File: src/tpbp_ram.sv
// generic simple dual port ram, one write and one registered read per cycle
module tpbp_ram #(
    parameter int WIDTH = 8,
    parameter int DEPTH = 16,
    localparam int AW = (DEPTH > 1) ? $clog2(DEPTH) : 1
) (
    input  logic             i_clk,
    input  logic             i_we,
    input  logic [AW-1:0]    i_waddr,
    input  logic [WIDTH-1:0] i_wdata,
    input  logic             i_re,
    input  logic [AW-1:0]    i_raddr,
    output logic [WIDTH-1:0] o_rdata
);

    logic [WIDTH-1:0] mem [DEPTH];
    logic [WIDTH-1:0] r_rdata;

    always_ff @(posedge i_clk) begin
        if (i_we)
            mem[i_waddr] <= i_wdata;
        if (i_re)
            r_rdata <= mem[i_raddr];
    end

    assign o_rdata = r_rdata;

endmodule

File: config.mk
export PLATFORM = sky130hd
export DESIGN_NAME = tpbp_ram
export DESIGN_NICKNAME = d
export VERILOG_FILES = /design/src/tpbp_ram.sv
export SDC_FILE = /design/constraint.sdc
export NUM_CORES = 1
export LEC_CHECK = 0
export ABC_CLOCK_PERIOD_IN_PS = 2200
export BUFFER_PORTS_ARGS = -buffer_cell sky130_fd_sc_hd__buf_2
export CORE_MARGIN = 2
export CORE_UTILIZATION = 40
export DETAILED_ROUTE_END_ITERATION = 12
export HOLD_SLACK_MARGIN = 0.08
export MAX_ROUTING_LAYER = met4
export PLACE_DENSITY = 0.55
export SYNTH_ARGS = -nofsm -noshare
export SYNTH_HDL_FRONTEND = slang
export SYNTH_SLANG_ARGS = --single-unit
File: constraint.sdc
create_clock -name i_clk -period 2.2 [get_ports i_clk]
set_clock_uncertainty 0.05 [all_clocks]
set_input_delay 0.44 -clock i_clk [delete_from_list [all_inputs] [get_ports i_clk]]
set_output_delay 0.44 -clock i_clk [all_outputs]
set_load 0.02 [all_outputs]
# Word level (Yosys, flattened, before mapping)
# Memory sizes are Yosys's and may differ from the RTL's. A register that Yosys moved wholly into a read port is not among the register bits.
# Cells that the tools add are included.
# op_classes
muxes	2
# op_table
op	count
2-to-1 mux 1 bit	2
# totals
regBits	0
ramBits	128
inputBits	19
out_inout_bits	8
wordCells	3
n_memories	1
# memory_table
name	depth	word_bits	rd	rd_ports_with_merged_regs	write_ports	line	text
mem	16	8	1	1	1	16	logic [WIDTH-1:0] mem [DEPTH];

# Longest topological paths before layout
# logic_depth
word_depth	2
ltp_mapped	5
mapped_depth_nobuf	3

# Worst setup path after synthesis
# OpenSTA, ideal clock, no wires.
# synth_timing
path_type	input -> register
startpoint	input port i_waddr[2]
endpoint	memory mem[0][0] (enable)
setup_ns	0.383
arrival_time_ns	1.550
required_ns	1.767
slack_ns	0.217
path_stages	2
path_buffers	0
cell_sequence	or3b_2 -> nor3_1
# synth_lines
element	line	text
start, declared	9	input logic [AW-1:0] i_waddr,
end, declared	16	
# No word-level cell before the write port.

==> results.json <==
{
  "status": "finished clean",
  "post_cts_buffers": 0,
  "fmax_ghz": 0.6238,
  "routed_wl_um": 10740,
  "cp_top_family": "multiplexers",
  "async_flop_share_pct": 0,
  "hold_buffers": 0,
  "clk_path_buf_depth": 2,
  "worstHoldPathCells": 1,
  "yosysWarnings": 0,
  "die_x_um": 118.3,
  "synthMuxAreaShare_pct": 14.79,
  "core_um2": 12670,
  "p_leak_nw": 2.089,
  "critPathArrivalTime_ns": 1.70,
  "clock-sinks": 136,
  "synth_top_family_by_area": "multiplexers",
  "preCtsSetupSlack_ns": 0.1629,
  "power.net_switching_mw": 1.160,
  "final_antenna_net_count": 0,
  "synth_cells": 229,
  "place.gp.congestion": 0.6961,
  "critPathBufInv": 2,
  "grt_pass1_vias": 2616,
  "clk_pin_slew_worst_paths_ns": 0.05,
  "relSlewSlack_pct": 65.83,
  "grt_pass1_wl_um": 16220,
  "startpoint_type": "primary input",
  "synth_top_area_share_pct": 78.12,
  "synthXorXnorAreaFrac_pct": 0,
  "period_minus_slack_ns": 1.603,
  "tightest_slew_ns": 0.5126,
  "synth_nets": 248,
  "vias": 2502,
  "yosysSeqAreaShare_pct": 78.12,
  "crit_required_ns": 2.29,
  "synth_compound_area_share_pct": 2.298,
  "hold-worst-slack_ns": 0.3698,
  "cts_buffers": 17,
  "met3_usage_pct": 4.826,
  "cts_resized": 0,
  "htreeDepth": 4,
  "rsz0062_at_grt": "no",
  "setup_viol": 0,
  "grt-ovfl-total": 0,
  "diodes": 0,
  "drive_gt1_share_pct": 30.43,
  "firstDrtPassIters": 5,
  "ys_types": 18,
  "grtUsageTotal_pct": 16.89,
  "hold_viol": 0,
  "antenna_found_initial": 0,
  "wl_per_cell_um": 22.81,
  "dieHeight_um": 118.3,
  "report.final.slew_viol_count": 0,
  "synth_fa_ha_area_share_pct": 0,
  "drt_iter0_drc": 201,
  "grt_util_met2_pct": 24.96,
  "r2r_start": "mem[1][2]$_DFFE_PP_",
  "layout_common_cells": "edfxtp_1, buf_2, buf_4, mux4_2, clkbuf_16",
  "p_int_mw": 4.577,
  "r2r_end": "o_rdata[2]$_DFFE_PP_",
  "io_buffers": 26,
  "p_sw_share_pct": 20.23,
  "comb_power_share_pct": 5.0,
  "die_area_um2": 14000,
  "synthesis.area_um2": 5228,
  "synthTopCellsByArea": "edfxtp_1, mux4_2, mux4_1",
  "hold_end": "o_rdata[2]$_DFFE_PP_",
  "boundaryPins": 27,
  "syn_area_per_cell_um2": 22.83,
  "cap_violations": 0,
  "cts_tree": "yes",
  "ir_drop_mv": 0.5290,
  "end_kind": "flip-flop",
  "layout_commonest_cell": "edfxtp_1",
  "cts_root_buffer": "clkbuf_16",
  "synth_flop_cell": "edfxtp_1",
  "r2r_setup_slack_ns": 0.67,
  "area_delta_synth_final_pct": 18.86,
  "grt-busiest-layer": "met2",
  "grt_util_met1_pct": 22.10,
  "dp.cells": 439,
  "setup_ws_ns": 0.5969,
  "slowest_stage": "mux4_1",
  "worst-path-stages": 5,
  "synth-edff-count": 136,
  "synth-simple-area-share_pct": 3.135,
  "r2r_cells": 3,
  "final_nets": 305,
  "pwr-share-clk_pct": 43.8,
  "totalPowerFinal_mw": 5.738,
  "powerDensity_nw_per_um2": 923.4,
  "drc": 0,
  "clock_latency_ns": 0.40,
  "path_cells": "buf_2 > buf_4 > mux4_1 > a22oi_1 > nand2_1",
  "synth_area_leader_cell": "edfxtp_1",
  "start_util_pct": 41.26,
  "period_share_pct": 72.87,
  "finalSetupTns_ns": 0,
  "timing.setup.critical_path_class": "primary input to flip-flop",
  "min_from": "i_re",
  "rows": 41,
  "max_stage_delay_ns": 0.56,
  "crit_fanout": 6,
  "ys_seq_elements": 136,
  "final_cells": 471,
  "grt_max_degree": 33,
  "hp-class": "primary input to flip-flop",
  "p_seq_share_pct": 51.2,
  "dpl.hpwl_um": 6723,
  "viasPerCell": 5.312
}
-- per-layer routing --
layer,up-vias,part of all wire (%)
met4,0,1.7
met5,-,0
met1,1311,45
li1,1093,-
met3,14,5.4
met2,84,48
-- sequential cells by signal, summed over array words and instances (netlist names) --
signal / count
mem: 128
o_rdata: 8
-- cell type report --
type / instances / area, um2
fill: 1042 / 6457
tap: 172 / 215.2
clock inverter: 10 / 80.08
clock buffer: 22 / 444.2
multi-input combinational: 83 / 1057
timing repair buffer: 48 / 332.8
sequential: 136 / 4084
-- logic make-up after synthesis --
kind of cell	count (synthesis)
AO/OA/AOI/OAI	16
buffers and inverters	10
flip-flops	136
multiplexers	32
AND/OR/NAND/NOR	35
-- cells in the mapped netlist (2+ instances only) --
cell / n
a22oi_1: 16
buf_2: 3
buf_6: 3
clkdlybuf4s25_2: 3
edfxtp_1: 136
mux4_1: 14
mux4_2: 18
nand2_1: 9
nand2b_1: 2
nand3b_1: 2
nor2_1: 13
nor3_1: 4
-- power groups by stage --
stage	registers (mW)	clock network [mW]	logic (mW)
global placement	2.99	0	0.290
detailed placement	2.99	0	0.294
finish	2.94	2.51	0.290
floorplan	3.00	0	0.147
CTS	2.94	2.55	0.295
global route	2.94	2.66	0.312
-- stage by stage --
step                      instance area [um2]  util (%)
after CTS                                6213     49.04
after detailed placement                 5689     44.90
after global routing                     6213     49.04
after global placement                   5689     44.90
final                                    6213     49.04
after floorplan                          5228         -
-- how the worst max path moves through the flow --
stage                          start                   end  slack [ns]
final                     i_raddr[0]  o_rdata[5]$_DFFE_PP_        0.60
after global routing      i_raddr[0]  o_rdata[5]$_DFFE_PP_        0.55
after CTS                 i_raddr[0]  o_rdata[5]$_DFFE_PP_        0.59
after detailed placement  i_raddr[0]  o_rdata[5]$_DFFE_PP_        0.16
after global placement    i_raddr[0]  o_rdata[4]$_DFFE_PP_        0.15
after floorplan           i_waddr[2]   mem[0][0]$_DFFE_PP_        0.22
(Power assumes the default switching activity.)
